**src/rtl/joint_angle_kalman_smoother_assert.svh**
```systemverilog
// ----------------------------------------------------------------------------
// Joint angle smoother assertion macros
// Shared concurrent assertion forms, clocked and reset-gated.
// ----------------------------------------------------------------------------
`ifndef JOINT_ANGLE_KALMAN_SMOOTHER_ASSERT_SVH
`define JOINT_ANGLE_KALMAN_SMOOTHER_ASSERT_SVH

// same-cycle implication
`define JAKS_ASSERT_NOW(label, clk, rst, pre, post, msg) \
   label: assert property (@(posedge clk) disable iff (rst) (pre) |-> (post)) \
      else $error(msg);

// next-cycle implication
`define JAKS_ASSERT_NEXT(label, clk, rst, pre, post, msg) \
   label: assert property (@(posedge clk) disable iff (rst) (pre) |=> (post)) \
      else $error(msg);

`endif

```
**src/rtl/jaks_pkg.sv**
```systemverilog
// ----------------------------------------------------------------------------
// Joint angle smoother package
// Shared constants, register codes, sequencer state and control bundles.
// ----------------------------------------------------------------------------
package jaks_pkg;

   localparam int ANGLE_WIDTH_DEF   = 16;
   localparam int VAR_FRAC_BITS_DEF = 16;
   localparam int CFG_WIDTH         = 16;
   localparam int CFG_INDEX_BITS    = 2;
   localparam int SEL_BITS          = 2;
   localparam int GAIN_BITS         = 16;
   localparam int NUM_FILTERS       = 4;
   localparam int NUM_HELD          = 3;

   // one quotient bit per cycle, one extra bit for rounding
   localparam int DIV_STEPS    = GAIN_BITS + 2;
   // one multiplier bit per cycle over the 17-bit complement gain
   localparam int MUL_STEPS    = GAIN_BITS + 1;
   // load, prep, then the divide steps
   localparam int PHASE_CYCLES = DIV_STEPS + 2;
   localparam int WB_CYCLE     = MUL_STEPS + 1;
   localparam int CNT_W        = $clog2(PHASE_CYCLES);
   localparam int PHASE_W      = $clog2(NUM_FILTERS + 1);

   localparam logic [CFG_INDEX_BITS-1:0] REG_NOISE_Q_BASE  = 2'd0;
   localparam logic [CFG_INDEX_BITS-1:0] REG_NOISE_Q_WRIST = 2'd1;
   localparam logic [CFG_INDEX_BITS-1:0] REG_MEAS_NOISE    = 2'd2;

   localparam logic [CFG_WIDTH-1:0] NOISE_Q_BASE_RST  = 16'd66;
   localparam logic [CFG_WIDTH-1:0] NOISE_Q_WRIST_RST = 16'd655;
   localparam logic [CFG_WIDTH-1:0] MEAS_NOISE_RST    = 16'd6554;

   localparam logic [SEL_BITS-1:0] SEL_NONE = 2'd3;

   typedef enum logic [1:0] {
      ST_IDLE,
      ST_RUN,
      ST_DONE
   } state_type;

   typedef struct packed {
      logic load;
      logic prep;
      logic step;
   } div_ctl_type;

   typedef struct packed {
      logic load;
      logic step;
   } mul_ctl_type;

endpackage

```
**src/rtl/jaks_div.sv**
```systemverilog
// ----------------------------------------------------------------------------
// Kalman gain divider
// Bit-serial restoring divide, k = round(pp / (pp + r)) in Q0.16, saturated.
// ----------------------------------------------------------------------------
module jaks_div #(
   parameter int VAR_FRAC_BITS = jaks_pkg::VAR_FRAC_BITS_DEF
) (
   input  logic                          clock,
   input  jaks_pkg::div_ctl_type         ctl,
   input  logic [VAR_FRAC_BITS+1:0]      pp,
   input  logic [VAR_FRAC_BITS+1:0]      rv,
   output logic [jaks_pkg::GAIN_BITS-1:0] gain,
   output logic [VAR_FRAC_BITS+1:0]      pp_out
);
   import jaks_pkg::*;

   localparam int VW = VAR_FRAC_BITS + 2;
   localparam int DW = VW + 1;
   localparam int QW = DIV_STEPS;

   logic [VW-1:0] pp_ff,  pp_in;
   logic [DW-1:0] den_ff, den_in;
   logic [DW-1:0] rem_ff, rem_in;
   logic [QW-1:0] num_ff, num_in;
   logic [QW-1:0] quo_ff, quo_in;

   logic [DW:0]   trial;
   logic [DW:0]   diff;
   logic          ge;
   logic [QW:0]   rnd;

   always_comb begin
      trial  = {rem_ff, num_ff[QW-1]};
      diff   = trial - {1'b0, den_ff};
      ge     = trial >= {1'b0, den_ff};
      pp_in  = pp_ff;
      den_in = den_ff;
      rem_in = rem_ff;
      num_in = num_ff;
      quo_in = quo_ff;
      if (ctl.load) begin
         pp_in = pp;
      end
      if (ctl.prep) begin
         den_in = {1'b0, pp_ff} + {1'b0, rv};
         // numerator is pp << (QW-1); top bits seed the remainder
         rem_in = DW'(pp_ff[VW-1:1]);
         num_in = {pp_ff[0], {(QW-1){1'b0}}};
         quo_in = '0;
      end else if (ctl.step) begin
         rem_in = ge ? diff[DW-1:0] : trial[DW-1:0];
         num_in = {num_ff[QW-2:0], 1'b0};
         quo_in = {quo_ff[QW-2:0], ge};
      end
   end

   always_ff @(posedge clock) begin
      pp_ff  <= pp_in;
      den_ff <= den_in;
      rem_ff <= rem_in;
      num_ff <= num_in;
      quo_ff <= quo_in;
   end

   // extra quotient bit: round half up is (t + 1) >> 1
   always_comb begin
      rnd = ({1'b0, quo_ff} + (QW+1)'(1)) >> 1;
      if (den_ff == '0) begin
         gain = '0;
      end else if (rnd[QW:GAIN_BITS] != '0) begin
         gain = '1;
      end else begin
         gain = rnd[GAIN_BITS-1:0];
      end
   end

   assign pp_out = pp_ff;

endmodule

```
**src/rtl/jaks_mul.sv**
```systemverilog
// ----------------------------------------------------------------------------
// Estimate and variance update multiplier
// Two shift-add products in lockstep: k * (m - x) and (1 - k) * pp.
// ----------------------------------------------------------------------------
module jaks_mul #(
   parameter int ANGLE_WIDTH   = jaks_pkg::ANGLE_WIDTH_DEF,
   parameter int VAR_FRAC_BITS = jaks_pkg::VAR_FRAC_BITS_DEF
) (
   input  logic                           clock,
   input  jaks_pkg::mul_ctl_type          ctl,
   input  logic [jaks_pkg::GAIN_BITS-1:0] gain,
   input  logic signed [ANGLE_WIDTH:0]    diff,
   input  logic [VAR_FRAC_BITS+1:0]       pp,
   output logic signed [ANGLE_WIDTH:0]    corr,
   output logic [VAR_FRAC_BITS+1:0]       var_new
);
   import jaks_pkg::*;

   localparam int AW  = ANGLE_WIDTH;
   localparam int VW  = VAR_FRAC_BITS + 2;
   localparam int GW  = GAIN_BITS + 1;
   localparam int PDW = AW + GAIN_BITS + 1;
   localparam int PPW = VW + GW;
   localparam logic [PDW-1:0] HALF_D = PDW'(1) << (GAIN_BITS - 1);
   localparam logic [PPW-1:0] HALF_P = PPW'(1) << (GAIN_BITS - 1);

   logic [GAIN_BITS-1:0]  k_ff,    k_in;
   logic [GW-1:0]         g_ff,    g_in;
   logic signed [PDW-1:0] dmc_ff,  dmc_in;
   logic [PPW-1:0]        pmc_ff,  pmc_in;
   logic signed [PDW-1:0] accd_ff, accd_in;
   logic [PPW-1:0]        accp_ff, accp_in;

   logic [PDW-1:0] rnd_d;
   logic [PPW-1:0] rnd_p;

   always_comb begin
      k_in    = k_ff;
      g_in    = g_ff;
      dmc_in  = dmc_ff;
      pmc_in  = pmc_ff;
      accd_in = accd_ff;
      accp_in = accp_ff;
      if (ctl.load) begin
         k_in    = gain;
         g_in    = {1'b1, {GAIN_BITS{1'b0}}} - {1'b0, gain};
         dmc_in  = {{(PDW-AW-1){diff[AW]}}, diff};
         pmc_in  = PPW'(pp);
         accd_in = '0;
         accp_in = '0;
      end else if (ctl.step) begin
         if (k_ff[0]) begin
            accd_in = accd_ff + dmc_ff;
         end
         if (g_ff[0]) begin
            accp_in = accp_ff + pmc_ff;
         end
         k_in   = k_ff >> 1;
         g_in   = g_ff >> 1;
         dmc_in = dmc_ff <<< 1;
         pmc_in = pmc_ff << 1;
      end
   end

   always_ff @(posedge clock) begin
      k_ff    <= k_in;
      g_ff    <= g_in;
      dmc_ff  <= dmc_in;
      pmc_ff  <= pmc_in;
      accd_ff <= accd_in;
      accp_ff <= accp_in;
   end

   // round half up, floor shift by 16
   assign rnd_d   = accd_ff + HALF_D;
   assign corr    = rnd_d[PDW-1:GAIN_BITS];
   assign rnd_p   = accp_ff + HALF_P;
   // never above pp, so the low bits are the whole value
   assign var_new = rnd_p[VW+GAIN_BITS-1:GAIN_BITS];

endmodule

```
**src/rtl/joint_angle_kalman_smoother.sv**
```systemverilog
// Response: rsp_tvalid rises after phase 4's writeback, once the result register is free.
// Pacing: a new sample is taken only after the previous run ends; four gain divides at one quotient bit per cycle
//   set the pace, overlapped with the multiplies of the previous filter.
// Result register frees the input side: the next sample is taken while a result waits.
// Reset (synchronous, active high): estimates zero, variances 1.0, held targets zero,
//   noise registers to their defaults, no result pending.
// ----------------------------------------------------------------------------
// Joint angle smoother
// Four scalar random-walk Kalman filters sharing one serial divider and one
// serial dual multiplier; one smoothed pose per teleoperation sample.
// ----------------------------------------------------------------------------
`include "joint_angle_kalman_smoother_assert.svh"

module joint_angle_kalman_smoother #(
   parameter int ANGLE_WIDTH   = jaks_pkg::ANGLE_WIDTH_DEF,
   parameter int VAR_FRAC_BITS = jaks_pkg::VAR_FRAC_BITS_DEF
) (
   input  logic                                 clock,
   input  logic                                 reset,
   // configuration writes
   input  logic                                 csr_we,
   input  logic [jaks_pkg::CFG_INDEX_BITS-1:0]  csr_index,
   input  logic [jaks_pkg::CFG_WIDTH-1:0]       csr_wdata,
   // sample beats
   input  logic                                 req_tvalid,
   output logic                                 req_tready,
   input  logic [((2*ANGLE_WIDTH+7)/8)*8-1:0]   req_tdata,  // roll_angle, pitch_angle
   input  logic [jaks_pkg::SEL_BITS-1:0]        req_tuser,  // joint_select
   // smoothed pose beats
   output logic                                 rsp_tvalid,
   input  logic                                 rsp_tready,
   output logic [((4*ANGLE_WIDTH+7)/8)*8-1:0]   rsp_tdata   // joint1..joint4_angle
);
   import jaks_pkg::*;

   localparam int AW    = ANGLE_WIDTH;
   localparam int VF    = VAR_FRAC_BITS;
   localparam int VW    = VF + 2;
   localparam int RSP_W = ((4*ANGLE_WIDTH+7)/8)*8;

   localparam logic [VW-1:0]      VAR_ONE   = VW'(1) << VF;
   localparam logic signed [AW-1:0] ANG_MAX = {1'b0, {(AW-1){1'b1}}};
   localparam logic signed [AW-1:0] ANG_MIN = {1'b1, {(AW-1){1'b0}}};
   localparam logic [CNT_W-1:0]   CNT_LAST  = CNT_W'(PHASE_CYCLES - 1);
   localparam logic [CNT_W-1:0]   CNT_PREP  = CNT_W'(1);
   localparam logic [CNT_W-1:0]   CNT_MLAST = CNT_W'(MUL_STEPS);
   localparam logic [CNT_W-1:0]   CNT_WB    = CNT_W'(WB_CYCLE);
   localparam logic [PHASE_W-1:0] PH_LAST   = PHASE_W'(NUM_FILTERS);

   // ---------------------------------------------------------------- config
   logic [CFG_WIDTH-1:0] q_base_ff,  q_base_in;
   logic [CFG_WIDTH-1:0] q_wrist_ff, q_wrist_in;
   logic [CFG_WIDTH-1:0] r_ff,       r_in;

   always_comb begin
      q_base_in  = q_base_ff;
      q_wrist_in = q_wrist_ff;
      r_in       = r_ff;
      if (csr_we) begin
         case (csr_index)
            REG_NOISE_Q_BASE:  q_base_in  = csr_wdata;
            REG_NOISE_Q_WRIST: q_wrist_in = csr_wdata;
            REG_MEAS_NOISE:    r_in       = csr_wdata;
            default: ;  // no register there, write dropped
         endcase
      end
   end

   always_ff @(posedge clock) begin
      if (reset) begin
         q_base_ff  <= NOISE_Q_BASE_RST;
         q_wrist_ff <= NOISE_Q_WRIST_RST;
         r_ff       <= MEAS_NOISE_RST;
      end else begin
         q_base_ff  <= q_base_in;
         q_wrist_ff <= q_wrist_in;
         r_ff       <= r_in;
      end
   end

   // ------------------------------------------------------------- sequencer
   // Phase p (0..4), by counter value within the phase:
   //   divider works on filter p < 4  (load at 0, prep at 1, steps 2..19)
   //   multiplier works on filter p-1 (load at 0, steps 1..17, writeback 18)
   // Phase 4 ends at its writeback cycle and hands over to DONE.
   state_type            state_ff, state_in;
   logic [CNT_W-1:0]     cnt_ff,   cnt_in;
   logic [PHASE_W-1:0]   phase_ff, phase_in;

   logic        accept;
   logic        run, div_on, mul_on;
   logic        wb;
   logic        rsp_load;
   logic        rsp_valid_ff, rsp_valid_in;
   div_ctl_type div_ctl;
   mul_ctl_type mul_ctl;

   assign accept = req_tvalid && req_tready;

   always_comb begin
      state_in = state_ff;
      case (state_ff)
         ST_IDLE: begin
            if (accept) state_in = ST_RUN;
         end
         ST_RUN: begin
            if (phase_ff == PH_LAST && cnt_ff == CNT_WB) state_in = ST_DONE;
         end
         ST_DONE: begin
            if (!rsp_valid_ff || rsp_tready) state_in = ST_IDLE;
         end
         default: state_in = ST_IDLE;
      endcase
   end

   always_comb begin
      run          = state_ff == ST_RUN;
      div_on       = phase_ff < PH_LAST;
      mul_on       = phase_ff != '0;
      req_tready   = state_ff == ST_IDLE;
      rsp_load     = (state_ff == ST_DONE) && (!rsp_valid_ff || rsp_tready);
      div_ctl.load = run && div_on && cnt_ff == '0;
      div_ctl.prep = run && div_on && cnt_ff == CNT_PREP;
      div_ctl.step = run && div_on && cnt_ff > CNT_PREP;
      mul_ctl.load = run && mul_on && cnt_ff == '0;
      mul_ctl.step = run && mul_on && cnt_ff != '0 && cnt_ff <= CNT_MLAST;
      wb           = run && mul_on && cnt_ff == CNT_WB;
   end

   always_comb begin
      cnt_in   = cnt_ff;
      phase_in = phase_ff;
      if (accept) begin
         cnt_in   = '0;
         phase_in = '0;
      end else if (run) begin
         if (cnt_ff == CNT_LAST) begin
            cnt_in   = '0;
            phase_in = phase_ff + PHASE_W'(1);
         end else begin
            cnt_in = cnt_ff + CNT_W'(1);
         end
      end
   end

   always_ff @(posedge clock) begin
      if (reset) begin
         state_ff <= ST_IDLE;
         cnt_ff   <= '0;
         phase_ff <= '0;
      end else begin
         state_ff <= state_in;
         cnt_ff   <= cnt_in;
         phase_ff <= phase_in;
      end
   end

   // ---------------------------------------------------------- filter state
   logic signed [AW-1:0] est_ff  [NUM_FILTERS];
   logic [VW-1:0]        var_ff  [NUM_FILTERS];
   logic signed [AW-1:0] held_ff [NUM_HELD];
   logic signed [AW-1:0] roll_ff, roll_in;

   logic signed [AW-1:0] req_roll, req_pitch;
   logic [1:0]           div_idx, mul_idx;

   assign req_roll  = req_tdata[AW-1:0];
   assign req_pitch = req_tdata[2*AW-1:AW];
   assign div_idx   = phase_ff[1:0];
   assign mul_idx   = phase_ff[1:0] - 2'd1;
   assign roll_in   = accept ? req_roll : roll_ff;

   always_ff @(posedge clock) begin
      roll_ff <= roll_in;
   end

   // predicted variance for the divider: pp = sat(p + q), noise aligned to Q2.VF
   logic [CFG_WIDTH-1:0]    q_sel;
   logic [VF+CFG_WIDTH-1:0] q_wide, r_wide;
   logic [VW-1:0]           q_var, r_var;
   logic [VW:0]             pp_sum;
   logic [VW-1:0]           pp_div;

   always_comb begin
      q_sel  = div_idx[1] ? q_wrist_ff : q_base_ff;
      q_wide = {q_sel, {VF{1'b0}}};
      r_wide = {r_ff, {VF{1'b0}}};
      q_var  = VW'(q_wide[VF+CFG_WIDTH-1:CFG_WIDTH]);
      r_var  = VW'(r_wide[VF+CFG_WIDTH-1:CFG_WIDTH]);
      pp_sum = {1'b0, var_ff[div_idx]} + {1'b0, q_var};
      pp_div = pp_sum[VW] ? '1 : pp_sum[VW-1:0];
   end

   // innovation for the multiplier
   logic signed [AW-1:0] target;
   logic signed [AW:0]   diff;

   always_comb begin
      case (mul_idx)
         2'd0:    target = roll_ff;
         2'd1:    target = held_ff[0];
         2'd2:    target = held_ff[1];
         2'd3:    target = held_ff[2];
         default: target = roll_ff;
      endcase
      diff = {target[AW-1], target} - {est_ff[mul_idx][AW-1], est_ff[mul_idx]};
   end

   // ----------------------------------------------------------- datapath
   logic [GAIN_BITS-1:0] gain;
   logic [VW-1:0]        pp_mul;
   logic signed [AW:0]   corr;
   logic [VW-1:0]        var_in;

   jaks_div #(
      .VAR_FRAC_BITS (VAR_FRAC_BITS)
   ) u_div (
      .clock  (clock),
      .ctl    (div_ctl),
      .pp     (pp_div),
      .rv     (r_var),
      .gain   (gain),
      .pp_out (pp_mul)
   );

   jaks_mul #(
      .ANGLE_WIDTH   (ANGLE_WIDTH),
      .VAR_FRAC_BITS (VAR_FRAC_BITS)
   ) u_mul (
      .clock   (clock),
      .ctl     (mul_ctl),
      .gain    (gain),
      .diff    (diff),
      .pp      (pp_mul),
      .corr    (corr),
      .var_new (var_in)
   );

   // corrected estimate, saturated to the angle range
   logic signed [AW+1:0] est_sum;
   logic signed [AW-1:0] est_in;

   always_comb begin
      est_sum = {{2{est_ff[mul_idx][AW-1]}}, est_ff[mul_idx]} + {corr[AW], corr};
      if (est_sum[AW+1:AW-1] == '0 || est_sum[AW+1:AW-1] == '1) begin
         est_in = est_sum[AW-1:0];
      end else if (est_sum[AW+1]) begin
         est_in = ANG_MIN;
      end else begin
         est_in = ANG_MAX;
      end
   end

   always_ff @(posedge clock) begin
      if (reset) begin
         for (int i = 0; i < NUM_FILTERS; i++) begin
            est_ff[i] <= '0;
            var_ff[i] <= VAR_ONE;
         end
         for (int i = 0; i < NUM_HELD; i++) begin
            held_ff[i] <= '0;
         end
      end else begin
         if (accept && req_tuser != SEL_NONE) begin
            held_ff[req_tuser] <= req_pitch;
         end
         if (wb) begin
            est_ff[mul_idx] <= est_in;
            var_ff[mul_idx] <= var_in;
         end
      end
   end

   // ------------------------------------------------------- result register
   logic [RSP_W-1:0] rsp_data_ff,  rsp_data_in;

   always_comb begin
      rsp_valid_in = rsp_valid_ff;
      rsp_data_in  = rsp_data_ff;
      if (rsp_load) begin
         rsp_valid_in = 1'b1;
         rsp_data_in  = RSP_W'({est_ff[3], est_ff[2], est_ff[1], est_ff[0]});
      end else if (rsp_tready) begin
         rsp_valid_in = 1'b0;
      end
   end

   always_ff @(posedge clock) begin
      if (reset) begin
         rsp_valid_ff <= 1'b0;
      end else begin
         rsp_valid_ff <= rsp_valid_in;
      end
   end

   always_ff @(posedge clock) begin
      rsp_data_ff <= rsp_data_in;
   end

   assign rsp_tvalid = rsp_valid_ff;
   assign rsp_tdata  = rsp_data_ff;

   // ------------------------------------------------------------ assertions
   `JAKS_ASSERT_NEXT(a_accept_starts, clock, reset, accept,
      state_ff == ST_RUN && phase_ff == '0 && cnt_ff == '0,
      "sample taken without starting phase zero")
   `JAKS_ASSERT_NOW(a_wb_mul_idle, clock, reset, wb,
      !mul_ctl.step && !mul_ctl.load,
      "writeback while the multiplier is still running")
   `JAKS_ASSERT_NEXT(a_done_waits, clock, reset,
      state_ff == ST_DONE && rsp_valid_ff && !rsp_tready,
      state_ff == ST_DONE && rsp_valid_ff,
      "pending result overwritten")
   `JAKS_ASSERT_NOW(a_rsp_drop, clock, reset,
      $fell(rsp_valid_ff) && !$past(reset),
      $past(rsp_tready),
      "result dropped without a beat")

endmodule
```
**config.mk**
```make
export PLATFORM = sky130hd
export DESIGN_NAME = joint_angle_kalman_smoother
export DESIGN_NICKNAME = d
export VERILOG_FILES = /design/src/rtl/jaks_pkg.sv /design/src/rtl/jaks_div.sv /design/src/rtl/jaks_mul.sv /design/src/rtl/joint_angle_kalman_smoother.sv
export VERILOG_INCLUDE_DIRS = /design/src /design/src/rtl
export SDC_FILE = /design/constraint.sdc
export NUM_CORES = 1
export LEC_CHECK = 0
export BUFFER_PORTS_ARGS = -buffer_cell sky130_fd_sc_hd__buf_2
export CORE_MARGIN = 4
export CORE_UTILIZATION = 55
export DETAILED_ROUTE_END_ITERATION = 10
export PLACE_DENSITY = 0.79
export RECOVER_POWER = 25
export SETUP_SLACK_MARGIN = 0.1
export SLEW_MARGIN = 20
export SYNTH_ARGS = -nofsm -noshare
export SYNTH_HDL_FRONTEND = slang
export SYNTH_SLANG_ARGS = --single-unit
```
**constraint.sdc**
```tcl
create_clock -name clock -period 11.7 [get_ports clock]
set_input_delay 2.34 -clock clock [delete_from_list [all_inputs] [get_ports clock]]
set_output_delay 2.34 -clock clock [all_outputs]
set_load 0.005 [all_outputs]
```
Word-level counts from Yosys, hierarchy flattened
Memory sizes are Yosys's and may differ from the RTL's. A register that Yosys moved wholly into a read port is not among the register bits.
Cells that the tools add are included.

cells by class
  $lt $le $gt $ge = 4
  reductions and logical operators = 39
  mux-type cells = 45
  add/subtract/negate cells = 14
  eq/ne operators = 16

operators by type and width
  operator                number
  $mux 16                 9
  $mux 18                 5
  $mux 17                 4
  $mux 33                 2
  $pmux 16 s4             1
  $add 18x16->19          2
  $add 35x35->35          1
  $add 34x16->34 const B  1
  $add 33x16->33 const B  1
  $add 33x33->33          1
  $reduce_or 16->1        2
  $ge 20x19->1            1
  $add 18x1->19 const B   1
  $logic_not 19->1        1
  $mux 19                 1
  $sub 19x19->19          1
  $add 16x17->18          1
  $reduce_or 18->1        1
  $sub 16x16->17          1
  $sub 17x16->17 const A  1
  $mux 2                  8
  $logic_and 1x1->1       13
  $mux 1                  13
  $reduce_and 2->1        6
  25 further kinds        40

word-level totals
  memories kept = 3
  logic and storage cells = 142
  output and inout port bits = 66
  register bits = 319
  bits in writable memories = 184
  input port bits = 57

memories
  name     depth  bits a word  rd ports  clocked after Yosys merged registers in  write ports  RTL line                            source
  var_ff   4      18           1         1                                        4            joint_angle_kalman_smoother.sv:160  logic [VW-1:0] var_ff [NUM_FILTERS];
  est_ff   4      16           5         4                                        4            joint_angle_kalman_smoother.sv:159  logic signed [AW-1:0] est_ff [NUM_FILTERS];
  held_ff  3      16           3         0                                        3            joint_angle_kalman_smoother.sv:161  logic signed [AW-1:0] held_ff [NUM_HELD];

Longest topological paths before layout
Gate-level depths: netlist (run 1).

  word-level depth = 8
  gate-level depth with buffers = 22
  mapped depth without buffers = 17

Hierarchy
Synthesis (run 1) repeated with hierarchy kept, for this count alone.

unflattened totals
  cell total of the unflattened synthesis = 2936
  area total of the unflattened synthesis = 31258.7 um^2

modules (own cells, without submodules)
  module                       times used  cells an instance  area an instance (um^2)  seq. area each (um^2)
  joint_angle_kalman_smoother  1           1296               15688.8                  9148.8
  jaks_mul                     1           1137               10537.6                  4184.0
  jaks_div                     1           503                5032.3                   2052.0

Worst setup path before layout (run 1)
OpenSTA, ideal clock, no wires.

  path kind = input to register
  from = in rsp_tready
  to = reg rsp_data_ff[0] (netlist: rsp_tdata[0]), read port of est_ff, enable pin
  arrival time = 5.320 ns
  stages on the path = 2
  buffers on the path = 0
  path slack = 5.886 ns
  required time = 11.206 ns
  library setup time = 0.494 ns
  path through = nand2b_1 nor2b_1

between the ends
  word-level cells in the longest chain between the ends = 2

ends and longest elaborated chain
  item                RTL line                            source
  start: declaration  joint_angle_kalman_smoother.sv:31   input logic rsp_tready,
  $logic_or 1x1->1    joint_angle_kalman_smoother.sv:121  rsp_load = (state_ff == ST_DONE) && (!rsp_valid_ff || rsp_tready);
  $logic_and 1x1->1   joint_angle_kalman_smoother.sv:121
  via rsp_load        joint_angle_kalman_smoother.sv:93   logic rsp_load;
  end: declaration    joint_angle_kalman_smoother.sv:275  logic [RSP_W-1:0] rsp_data_ff, rsp_data_in;

The timed path passes the listed nets, and every way through them passes these cells.
A chain may end at the register's enable or synchronous reset.

==> metrics.md, run 1 <==
| Metric | Value |
|---|---|
| Peak supply drop | `~140 uV` |
| PortBufs | `122` |
| Final-stage net count | `around 3400` |
| Setup CP Type | `input pin to register` |
| Max_cap viols | `3` |
| Total GRT Usage | `0.259` |
| Filler instances | `4382` |
| Slew margin rel. | `-1.34` |
| Clk_lat worst skew | `approximately 0.64 ns` |
| Psw | `approximately 1.3 mW` |
| Die Span X | `244 um` |
| Root Buffer | `clkbuf_16` |
| Int Pwr | `3.57 mW` |
| Share of cells above drive strength 1 | `0.0982` |
| Post-synthesis register bit count | `around 570` |
| Die area | `slightly below 0.06 mm2` |
| Fmax | `roughly 0.15 GHz` |
| CTS tree | `built` |
| Mapped Area | `roughly 0.031 mm2` |
| First-pass GRT wire length | `about 120000 um` |
| I/O Pins | `between 100 and 150` |
| Post-cts gate resize count | `0` |
| Vias per inst | `slightly above 6` |
| Syn Area/Cell | `between 9 and 10 um2` |
| Routed Antenna Nets | `0` |
| Vias | `approximately 24000` |
| Slew @ Worst Pin | `around 3.5 ns` |
| Power Density | `143 mW/mm2` |
| Launching element type of the critical path | `input pin` |
| Routability Congestion | `just over 0.9` |
| WL/cell | `approximately 20 um` |
| Syn Nets | `3290` |
| Multi-input gate area | `between 0.01 and 0.015 mm2` |
| Max Clock Skew | `0.0233 ns` |
| Area taken by flip-flops and latches | `about 0.015 mm2` |
| Pre-antenna DRT Iters | `5` |
| Syn Inst Count | `between 3000 and 4000` |
| DRC Markers | `0` |
| Tmin final | `~6.5 ns` |
| Total negative slack | `0 ns` |
| Peak fanout along the critical path | `44` |
| Final HPWL DP | `55000 um` |
| Period utilization | `0.557` |
| Total power | `approximately 4.8 mW` |
| CTS max path bufs | `3` |
| Status | `complete, but fails checks` |
| Post-CTS Setup Bufs | `0` |
| DR iter-0 viols | `2612` |
| TritonCTS Buffers | `between 50 and 60` |
| Clock power frac | `0.392` |
| Top-area cell type share of the netlist area | `0.396` |
| Part of the power in registers | `0.473` |
| Failing checks | `capacitance limit, slew limit` |
| Combinational Power Share | `0.135` |
| Hold Fails Final Rpt | `0` |
| H-tree depth | `2` |
| WL final | `78200 um` |
| Worst path required time | `roughly 12 ns` |
| Final Setup Violations | `0` |
| Register area share after synthesis | `0.503` |
| Floorplan die height | `~240 um` |
| Rows | `86` |
| Pre-CTS setup slack | `between 5 and 6 ns` |
| EDFF count, synth | `about 400` |
| Clock sinks | `between 500 and 600` |
| Library cells used by synthesis | `77` |
| RSZ-0062 raised after global routing | `no` |
| Initial Utilization | `0.555` |
| Fin. max-slew vios | `between 150 and 200` |
| GRT overflow | `0` |
| Worst Setup Slack, final | `5.18 ns` |
| CTS Hold Bufs | `0` |
| Post-synth top area cell | `edfxtp_1` |
| Core area | `around 0.055 mm2` |
| Min-Delay Path Class | `register to register` |
| Leakage | `between 10 and 15 nW` |
| Worst setup EP type | `register` |
| Asr flop ratio synth | `0` |
| Critical path arrival | `just under 7 ns` |
| Largest net degree at the start of global routing | `85` |
| Main synth FF type | `edfxtp_1` |
| Register clock-pin slew on the reported worst setup and hold paths | `approximately 0.06 ns` |
| Vias in the first global route | `around 23000` |
| Antenna violations before repair | `0` |
| YS warnings | `0` |
| Synth area leaders | `edfxtp_1, dfxtp_1, ha_1` |
| Sw frac | `0.260` |
| P&R area growth vs syn | `10.5%` |
-- cells by family after synthesis --
family,Yosys count,share of synthesized area
simple gates,1139,0.168
xor+xnor,172,0.0492
flops,567,0.503
buf+inv,258,0.0323
mux,69,0.0372
compound gates,686,0.139
fa+ha+maj,171,0.0716
-- layout make-up --
class | count | area share
Antenna cell | 1 | 0.0000740
Inverter | 119 | 0.0132
Tap cell | 748 | 0.0277
Clock buffer | 80 | 0.0488
Multi-Input combinational cell | 2237 | 0.423
Clock inverter | 32 | 0.00884
Sequential cell | 567 | 0.455
Timing Repair Buffer | 151 | 0.0238
-- sequential cells by signal, summed over array words and instances, names as in the netlist, named ones only --
name,count
cnt_ff,5
est_ff,64
held_ff,48
phase_ff,3
q_base_ff,16
q_wrist_ff,16
r_ff,16
roll_ff,16
rsp_tdata,64
rsp_tvalid,1
state_ff,2
u_div.den_ff,19
u_div.num_ff,1
u_div.pp_out,18
u_div.quo_ff,18
u_div.rem_ff,19
u_mul.accd_ff,33
u_mul.accp_ff,34
u_mul.dmc_ff,33
u_mul.g_ff,17
u_mul.k_ff,16
u_mul.pmc_ff,34
var_ff,72
-- layer usage --
layer	vias up	global-route usage	routed length, um
li1	11100	-	-
met1	11400	0.358	32600
met2	1082	0.421	36400
met3	179	0.0505	7090
met4	0	0.0712	2130
met5	-	0	0
-- worst paths after layout --
kind                                     from             to  slack, ns  depth (start not counted)
worst max register to register    phase_ff[0]  est_ff[0][13]       5.80                         14
worst min-delay path            est_ff[3][15]  rsp_tdata[63]       0.45                          0
worst max-delay path                    reset   est_ff[2][0]       5.18                          7
worst min register to register  est_ff[3][15]  rsp_tdata[63]       0.45                          0
-- per-stage QoR --
step	area [um2]	cells	utilization	hold slack, ns
2_1_floorplan	30600	3062	-	0.421
3_3_place_gp	31900	3822	0.579	0.432
3_5_place_dp	31900	3822	0.579	0.438
4_1_cts	33800	3934	0.614	0.449
5_1_grt	33800	3934	0.614	0.472
6_report	33800	3935	0.614	0.452
-- power by group through the flow --
stage	logic, mW	clock network [mW]	registers [mW]
final	0.653	1.89	2.28
after floorplan	0.502	0	2.29
after CTS	0.643	1.91	2.28
after detailed placement	0.637	0	2.32
after global routing	0.722	2.00	2.29
after global placement	0.615	0	2.32
-- cells in the final DEF (no fill, tap or decap), types with 11 or more instances in the layout --
master / instances
a211oi_1: 12
a21o_1: 79
a21oi_1: 276
a222oi_1: 16
a31oi_1: 22
and2_0: 37
and2_1: 23
and3_1: 23
buf_2: 122
buf_4: 23
clkbuf_1: 21
clkbuf_16: 62
clkinv_1: 14
dfxtp_1: 163
edfxtp_1: 403
ha_1: 164
inv_1: 119
mux2_2: 18
mux2i_1: 17
mux4_2: 34
nand2_1: 485
nand2b_1: 24
nand3_1: 106
nand4_1: 20
nor2_1: 267
nor2b_1: 28
nor3_1: 51
nor4_1: 12
o21a_1: 16
o21ai_0: 143
o21bai_1: 13
o31ai_1: 18
o41ai_1: 11
or3_1: 14
xnor2_1: 106
xor2_1: 66
-- worst max-delay path: stages --
cell,delay [ns]
buf_2,0.07
clkbuf_1,1.45
inv_1,0.96
nand3_1,0.82
or3_1,0.69
nand2_1,0.11
buf_4,0.32
-- Yosys cell counts, types with 6 or more instances --
master	n
xor2_1	66
nand4_1	20
o21ai_0	144
a211oi_1	13
inv_1	119
o21a_1	16
a21o_1	79
mux2_2	18
and4_1	7
nor2b_1	29
dfxtp_1	164
mux4_2	34
mux2i_1	17
and3_1	23
or2_2	9
a222oi_1	16
nor3_1	52
nand2_1	487
o41ai_1	11
edfxtp_1	403
o31ai_1	20
nand3b_1	7
a21oi_1	276
a31oi_1	22
buf_1	12
a21boi_0	8
o21bai_1	13
clkbuf_1	117
buf_2	9
or3_1	14
nand3_1	106
ha_1	164
nor4_1	12
and2_1	60
xnor2_1	106
nand2b_1	24
nor2_1	267
o211ai_1	6
fa_1	7
Power figures use the tool's default switching activity.
==> inputs of run 2 (changes only) <==
--- a/config.mk
+++ b/config.mk
@@ -10,7 +10,7 @@
 export CORE_MARGIN = 4
 export CORE_UTILIZATION = 55
 export DETAILED_ROUTE_END_ITERATION = 10
-export PLACE_DENSITY = 0.79
+export PLACE_DENSITY = 0.82
 export RECOVER_POWER = 25
 export SETUP_SLACK_MARGIN = 0.1
 export SLEW_MARGIN = 20
==> constraint.sdc (replaced) <==
create_clock -name clock -period 5.3 [get_ports clock]
set_input_delay 1.06 -clock clock [delete_from_list [all_inputs] [get_ports clock]]
set_output_delay 1.06 -clock clock [all_outputs]
set_load 0.005 [all_outputs]
==> run 2 against run 1 <==
The run still ends with capacitance limit, slew limit left. Clock-buffer cell count decreased by 9. Clock power increased by 110%. Hold slack improved by 0.0054 ns. Sequential power grew 120%. Global-route usage decreased by 1.4 points. Total power increased by 120%. Final area is essentially flat. First-iteration DRC count down 14%. Combinational power up 120%. Final cell count hardly changed. Critical path depth is 7 higher. Non-clock buffer count increased by 12. Critical path type is now register to register. Highest routed layer unchanged.
==> metrics.md, run 2 (synthesis gave the netlist of run 1 again) <==
| Metric | Value |
|---|---|
| Most frequent cells in the layout | `nand2_1, edfxtp_1, a21oi_1` |
| Most flops, register | `var_ff` |
| Antenna violations before repair | `0` |
| Min-Delay Path Class | `register to register` |
| Pre-antenna DRT Iters | `8` |
| Crit path max-delay cell type | `nand3_1` |
| Vias per inst | `a little under 6` |
| Peak supply drop | `approximately 330 uV` |
| Worst r2r src | `phase_ff[0]` |
| Power Density | `around 300 mW/mm2` |
| Status | `complete, but fails checks` |
| DR iter-0 viols | `2237` |
| Cell Area, Placed | `around 0.032 mm2` |
| Max Clock Skew | `roughly 0.029 ns` |
| Period utilization | `0.912` |
| FF-to-FF End | `est_ff[1][4]` |
| GRT overflow | `0` |
| Die area | `approximately 0.059 mm2` |
| Final HPWL DP | `~52000 um` |
| CP delay by family, top | `compound AO/OA/AOI/OAI gates` |
| Share of cells above drive strength 1 | `0.101` |
| Max_cap viols | `3` |
| Critical path arrival | `5.27 ns` |
| Clock sinks | `around 570` |
| Clk_lat worst skew | `about 0.63 ns` |
| Final-stage net count | `between 3000 and 4000` |
| First-pass GRT wire length | `~120000 um` |
| CTS tree | `built` |
| Vias | `roughly 23000` |
| Tmin final | `slightly below 5 ns` |
| I/O Pins | `123` |
| Total power | `10.4 mW` |
| Setup CP Type | `register to register` |
| PortBufs | `122` |
| Register clock-pin slew on the reported worst setup and hold paths | `approximately 0.060 ns` |
| TritonCTS Buffers | `56` |
| CP bufs+invs | `2` |
| Diodes inserted | `0` |
| Worst-case reg-to-reg path depth | `14` |
| Slew margin rel. | `-0.757` |
| CTS Hold Bufs | `0` |
| H-tree depth | `2` |
| Total GRT Usage | `0.245` |
| Worst setup EP type | `register` |
| Vias in the first global route | `22500` |
| Core area | `around 0.055 mm2` |
| Hold Fails Final Rpt | `0` |
| Min-delay src | `est_ff[3][11]` |
| Max reg flops | `72` |
| Launching element type of the critical path | `register` |
| FF-to-FF setup slack | `0.47 ns` |
| Floorplan die height | `244 um` |
| Worst path cell trace | `inv_1 > ha_1 > buf_4 > mux4_2 > ha_1 > nor2b_1 > o21a_1 > o21ai_0 > a311oi_1 > o21ai_0 > nand3_1 > o21bai_1 > nand3_1 > a21oi_1` |
| WL final | `~74000 um` |
| Commonest non-fill, non-tap cell in the layout | `nand2_1` |
| WL/cell | `18.8 um` |
| Routed Antenna Nets | `0` |
| Failing checks | `capacitance limit, slew limit` |
| Final design utilization | `0.613` |
| Peak fanout along the critical path | `14` |
| Slew @ Worst Pin | `2.64 ns` |
| Hold slack | `~0.46 ns` |
| Fmax | `a little over 0.2 GHz` |
| Largest net degree at the start of global routing | `96` |
| Root Buffer | `clkbuf_16` |
| DRC Markers | `0` |
| P&R area growth vs syn | `10.4%` |
| Worst path required time | `5.74 ns` |
| WP depth | `14` |
| Design area | `about 0.034 mm2` |
| Fin. max-slew vios | `between 150 and 200` |
| CP peak stage delay | `about 0.6 ns` |
| Total negative slack | `0 ns` |
| RSZ-0062 raised after global routing | `no` |
| Initial Utilization | `0.555` |
| Hold Path End | `rsp_tdata[59]` |
| Leakage | `~13 nW` |
| Rows | `86` |
| Routability Congestion | `about 0.9` |
| Final Setup Violations | `0` |
| Die Span X | `between 200 and 250 um` |
| CTS max path bufs | `3` |
| Hold Path Cell Cnt | `0` |
## run 2: how the worst max path moves through the flow
stage	from	endpoint	slack, ns
after floorplan	phase_ff[1]	est_ff[3][0]	0.37
after global placement	phase_ff[0]	u_mul.dmc_ff[32]	0.76
after detailed placement	phase_ff[0]	est_ff[0][10]	0.52
after CTS	phase_ff[0]	est_ff[0][6]	0.39
after global routing	phase_ff[0]	u_mul.dmc_ff[31]	0.21
final	phase_ff[0]	est_ff[1][4]	0.47
## run 2: power breakdown
| group | total (mW) | switching (mW) | internal (mW) |
|---|---|---|---|
| Combinational | 1.42 | 0.837 | 0.584 |
| Sequential | 5.03 | 0.121 | 4.91 |
| Clock | 3.95 | 1.73 | 2.23 |
| Total | 10.4 | 2.68 | 7.72 |
## run 2: timing repair
item / 4_1_cts / 5_1_grt
setup endpoints to repair: 0 / 5
setup buffers: 0 / 2
resized for setup: 0 / 0
## run 2: per-layer routing
metal / vias to the layer above / global-route usage / share of wire
met5: - / 0 / 0
met4: 0 / 0.0749 / 0.027
met2: 941 / 0.400 / 0.47
met1: 11100 / 0.340 / 0.43
met3: 149 / 0.0393 / 0.078
li1: 11200 / - / -
## run 2: cell type report
type	count	area [um2]
repair buffers	163	905
fillers	4477	21300
multi-input cells	2237	14300
clock buffers	71	1520
clock inverters	33	302
well taps	748	936
flip-flops and latches	567	15400
inverters	119	447
## run 2: stage by stage
stage / worst slack, ns / cells
5_1_grt: 0.205 / 3938
2_1_floorplan: 0.375 / 3062
4_1_cts: 0.389 / 3935
6_report: 0.467 / 3938
3_3_place_gp: 0.756 / 3831
3_5_place_dp: 0.520 / 3831
